## config.mk

```make
export PLATFORM = sky130hd
export DESIGN_NAME = bsfd_div
export DESIGN_NICKNAME = d
export VERILOG_FILES = /design/src/hdl/bsfd_pkg.sv /design/src/hdl/bsfd_div.sv
export SDC_FILE = /design/constraint.sdc
export NUM_CORES = 1
export LEC_CHECK = 0
export ABC_CLOCK_PERIOD_IN_PS = 3800
export BUFFER_PORTS_ARGS = -buffer_cell sky130_fd_sc_hd__buf_2
export CORE_ASPECT_RATIO = 2
export CORE_MARGIN = 4
export CORE_UTILIZATION = 55
export DETAILED_ROUTE_END_ITERATION = 10
export GPL_ROUTABILITY_DRIVEN = 1
export PLACE_DENSITY = 0.71
export REMOVE_ABC_BUFFERS = 1
export SLEW_MARGIN = 20
export SYNTH_ARGS = -nofsm -noshare
export SYNTH_HDL_FRONTEND = slang
export SYNTH_SLANG_ARGS = --single-unit
export TNS_END_PERCENT = 20
```

## constraint.sdc

```tcl
create_clock -name clk -period 3.8 [get_ports clk]
set_clock_uncertainty 0.2 [all_clocks]
set_input_delay 0.57 -clock clk [delete_from_list [all_inputs] [get_ports clk]]
set_output_delay 0.57 -clock clk [all_outputs]
set_load 0.02 [all_outputs]
```

## src/hdl/bsfd_pkg.sv

```systemverilog
`timescale 1ns / 1ps
`default_nettype none

package bsfd_pkg;

  // Dividend width of the index dividers (covers cols + block_cols - 1)
  localparam int DIV_W = 17;
  localparam int DVS_W = 13;

  // Configuration register indexes
  typedef enum logic [1:0] {
    CFG_COLS       = 2'd0,
    CFG_BLOCK_ROWS = 2'd1,
    CFG_BLOCK_COLS = 2'd2
  } cfg_idx_t;

  localparam logic [15:0] HALF_QNAN = 16'h7E00;
  localparam logic [15:0] HALF_INF  = 16'h7C00;

  // Item fields that ride alongside the divider pipeline
  typedef struct packed {
    logic       action;
    logic [11:0] scale_index;
    logic [7:0] scale_code;
    logic [7:0] weight_code;
  } side_t;

  localparam logic ACT_LOAD    = 1'b0;
  localparam logic ACT_DEQUANT = 1'b1;

  // E4M3 weight times 2^(scale-127), rounded to binary16 (nearest even)
  function automatic logic [15:0] fp8_to_half(input logic [7:0] w, input logic [7:0] sc);
    logic              sgn;
    logic [3:0]        ex;
    logic [2:0]        mn;
    logic [3:0]        m;
    logic signed [9:0] e;
    logic signed [9:0] p;
    logic signed [9:0] sh;
    logic [9:0]        d;
    logic [1:0]        msb;
    logic [15:0]       mant;
    logic [4:0]        rem;
    logic [4:0]        hlf;
    logic [15:0]       res;
    sgn = w[7];
    ex  = w[6:3];
    mn  = w[2:0];
    if (ex == 4'd0) begin
      m = {1'b0, mn};
      e = -10'sd9;
    end else begin
      m = {1'b1, mn};
      e = $signed({6'd0, ex}) - 10'sd10;
    end
    e = e + $signed({2'b00, sc}) - 10'sd127;
    if (m[3])      msb = 2'd3;
    else if (m[2]) msb = 2'd2;
    else if (m[1]) msb = 2'd1;
    else           msb = 2'd0;
    p  = e + $signed({8'd0, msb});
    sh = e + 10'sd24;
    mant = 16'd0;
    rem  = 5'd0;
    hlf  = 5'd0;
    d    = 10'd0;
    if (sc == 8'hFF || (ex == 4'hF && mn == 3'h7)) begin
      res = HALF_QNAN;
    end else if (m == 4'd0) begin
      res = {sgn, 15'd0};
    end else if (p > 10'sd15) begin
      res = {sgn, 15'd0} | HALF_INF;
    end else if (p >= -10'sd14) begin
      // hidden bit lands on the exponent field, giving the bias of 15
      mant = 16'({12'd0, m}) << (4'd10 - {2'd0, msb});
      res  = {sgn, 15'd0} | ((16'(p + 10'sd14) << 10) + mant);
    end else begin
      // subnormal range
      if (!sh[9]) begin
        mant = 16'({12'd0, m}) << sh[3:0];
      end else begin
        d = 10'(-sh);
        if (d >= 10'd6) begin
          mant = 16'd0;
        end else begin
          rem  = {1'b0, m} & ((5'd1 << d[2:0]) - 5'd1);
          hlf  = 5'd1 << (d[2:0] - 3'd1);
          mant = 16'({1'b0, m} >> d[2:0]);
          if (rem > hlf || (rem == hlf && mant[0])) mant = mant + 16'd1;
        end
      end
      res = {sgn, 15'd0} | mant;
    end
    return res;
  endfunction

endpackage

`default_nettype wire

```

## src/hdl/bsfd_div.sv

```systemverilog
`timescale 1ns / 1ps
`default_nettype none

// Pipelined restoring divider, one quotient bit per stage
module bsfd_div
  import bsfd_pkg::*;
(
  input  wire logic             clk,
  input  wire logic             en,
  input  wire logic [DIV_W-1:0] dividend,
  input  wire logic [DVS_W-1:0] divisor,
  output logic      [DIV_W-1:0] quotient
);

  logic [DVS_W-1:0] rem_r [DIV_W];
  logic [DIV_W-1:0] nq_r  [DIV_W];

  for (genvar s = 0; s < DIV_W; s++) begin : g_stage
    logic [DVS_W-1:0] rem_in;
    logic [DIV_W-1:0] nq_in;
    logic [DVS_W:0]   trial;
    logic             ge;

    if (s == 0) begin : g_first
      assign rem_in = '0;
      assign nq_in  = dividend;
    end else begin : g_next
      assign rem_in = rem_r[s-1];
      assign nq_in  = nq_r[s-1];
    end

    // shift in next dividend bit, subtract when it fits
    assign trial = {rem_in, nq_in[DIV_W-1]};
    assign ge    = trial >= {1'b0, divisor};

    always_ff @(posedge clk) begin
      if (en) begin
        rem_r[s] <= ge ? DVS_W'(trial - {1'b0, divisor}) : trial[DVS_W-1:0];
        nq_r[s]  <= {nq_in[DIV_W-2:0], ge};
      end
    end
  end

  assign quotient = nq_r[DIV_W-1];

endmodule

`default_nettype wire

```

==> flow_metrics.tcl <==
set metrics [dict create \
    run_status "finished, final reports clean" \
    p_leak_nw 12.1 \
    vias 17846 \
    yosysUniqueCellTypes 82 \
    routed-wl-met3_microns 2340 \
    gr-total-overflow 0 \
    dr.max_layer_used "met4" \
    drc 0 \
    core_area_sq_um 48400 \
    path_clk_slew_ns 0.07 \
    syn_area_sq_um 26900 \
    grt_pass1_vias 19039 \
    worst-slew-pin-transition_ns 0.752 \
    synth_top_cell_area_share 0.554 \
    fmax_ghz 0.315 \
    routabilityCongestion 0.947 \
    drt-initial-drc-count 1038 \
    cp_data_required_time_ns 3.93 \
    nFillCells 3592 \
    setup_tns_ns 0 \
    grt_max_degree 90 \
    hold_violations 0 \
    synth_edf_count 497 \
    synthArstFlopShare 0 \
    yosysWarnings 0 \
    cp.arrival_ns 3.30 \
    critPathLaunchType "register" \
    synth_most_common_cell "edfxtp_1" \
    hold_path.class "in -> reg" \
    finalMaxSlewViolations 0 \
    ctsResizeCount 0 \
    dp_worst_setup_slack_ns 0.0614 \
    cp_max_fo 19 \
    layout-drive-gt1-share 0.169 \
    total_power_mw 24.6 \
    postCtsSetupRepairBufs 0 \
    fin_crit_ns 3.18 \
    dpl.cell_count 2885 \
    grt_pass1_wl_microns 98000 \
    clkLatencyLatePin_ns 0.60 \
    period_share 0.836 \
    drv_cap 0 \
    slew_headroom 0.494 \
    vdd_drop_max_mv 0.486 \
    synth_seq_area_share 0.554 \
    cts_made_buffers 45 \
    fin_ws_ns 0.623 \
    diodes 0 \
    synthFlopType "edfxtp_1" \
    setup_viol 0 \
    holdWs_ns 0.143 \
    cts.sinks 497 \
    die-area_sq_um 52800 \
    syn_inst 2060 \
    grt_usage 0.240 \
    dp_hpwl_microns 46000 \
    worstSetupPathType "reg -> reg" \
    power_density_nw_per_um2 792 \
    routedWlPerCell_microns 21.1 \
    antenna_found_initial 0 \
    dieWidth_microns 164 \
    synth_top_cell_by_area "edfxtp_1" \
    dpl_cell_area_sq_um 29400 \
    htreeDepth 2 \
    start_util 0.557 \
    root_buffer "clkbuf_16" \
    die_y_microns 321 \
    utilization 0.641 \
    io_buffers 48 \
    cts_tree "yes" \
    wl_met1_microns 20200 \
    wl_met2_microns 35000 \
    synthTopCellsByArea "edfxtp_1 55%, ha_1 9.8%, mux2_1 3.2%" \
    end_kind "register" \
    nets 2567 \
    rsz0062_at_grt "false" \
    ios 49 \
    totalWireLength_microns 62900 \
    clockBufferDepth 3 \
    design_area_sq_um 31000 \
    postSynthAreaPerCell_sq_um 13.1 \
    ys_ff_latch 497 \
    layout.cells.non_filler 2982 \
    firstDrtPassIters 5 \
    drtAntennaViolNets 0 \
    regToRegSetupSlack_ns 0.62 \
    viasPerCell 5.98 \
    syn2layout_area_growth_pct 15.2 \
    placementRows 114 \
    yosys-top-cells-count "497 x edfxtp_1, 210 x ha_1, 109 x nor2_1, 107 x a21oi_1, 92 x inv_1" \
]
==> worst max-delay path, stage by stage (launching register included) <==
cell	delay [ns]
edfxtp_1	0.47
inv_1	0.07
ha_1	0.21
fa_1	0.41
nor2b_1	0.20
o31a_1	0.22
nor3_1	0.08
o31a_1	0.36
o21ai_2	0.18
buf_12	0.18
mux2_2	0.34
==> path summary, 6_finish.rpt <==
check / startpoint / end / depth (start not counted)
worst max register to register: nq_r[1][67] / rem_r[0][160] / 10
worst min-delay path: dividend[16] / rem_r[0][0] / 3
worst max-delay path: nq_r[1][67] / rem_r[0][160] / 10
worst min register to register: nq_r[0][6] / nq_r[0][24] / 0
==> cell type report <==
cell class | count | area (sq um) | area share
clock buffer | 50 | 1140 | 0.0369
sequential | 497 | 14900 | 0.481
tap | 638 | 798 | 0.0257
multi-input combinational | 1432 | 11500 | 0.369
inverter | 97 | 364 | 0.0117
timing repair buffer | 237 | 2000 | 0.0644
clock inverter | 31 | 324 | 0.0105
==> layout by cell type, fill, tap and decap left out, types with 11 or more instances in the layout <==
cell type	instances
a211oi_1	15
a21o_1	55
a21oi_1	107
a31oi_1	12
and2_1	22
buf_12	23
buf_2	47
buf_4	150
clkbuf_16	45
dlygate4sd3_1	16
edfxtp_1	497
fa_1	15
ha_1	210
inv_1	92
mux2_1	77
mux2_2	57
mux2i_1	31
nand2_1	80
nand2b_1	22
nand3_1	31
nand4_1	28
nor2_1	109
nor2b_1	35
nor3_1	53
o211ai_1	16
o21a_1	36
o21ai_0	83
o21ai_1	12
o31a_1	12
or2_2	11
or3_1	11
xnor2_1	70
xor2_1	55
==> power breakdown <==
group          switching [mW]  internal [mW]  total (mW)
logic                    5.78           5.43        11.2
registers               0.772           7.97        8.74
clock network            2.10           2.49        4.59
total                    8.66           15.9        24.6
==> registers in the layout, summed over array words and instances, names as in the netlist <==
register	cells
nq_r	289
rem_r	208
==> per-layer routing <==
metal  GRT usage  vias up
met5           0        -
met4       0.175        0
met3      0.0339      247
met2       0.462      458
met1       0.224     8696
li1            -     8445
==> timing repair <==
item	in CTS	in global routing
endpoints found under the hold margin	16	0
hold buffers	16	0
endpoints found under the setup margin	0	0
==> cells by family after synthesis <==
kind of cell,Yosys count,synth area share
xor gates and xnor gates,125,0.0407
AOI/OAI and AO/OA,465,0.121
muxes,165,0.0676
and+or+nand+nor,452,0.0877
adders and majority gates,225,0.109
buffers and inverters,131,0.0203
DFF,497,0.554
No activity file was read; power rests on OpenSTA's default activity.
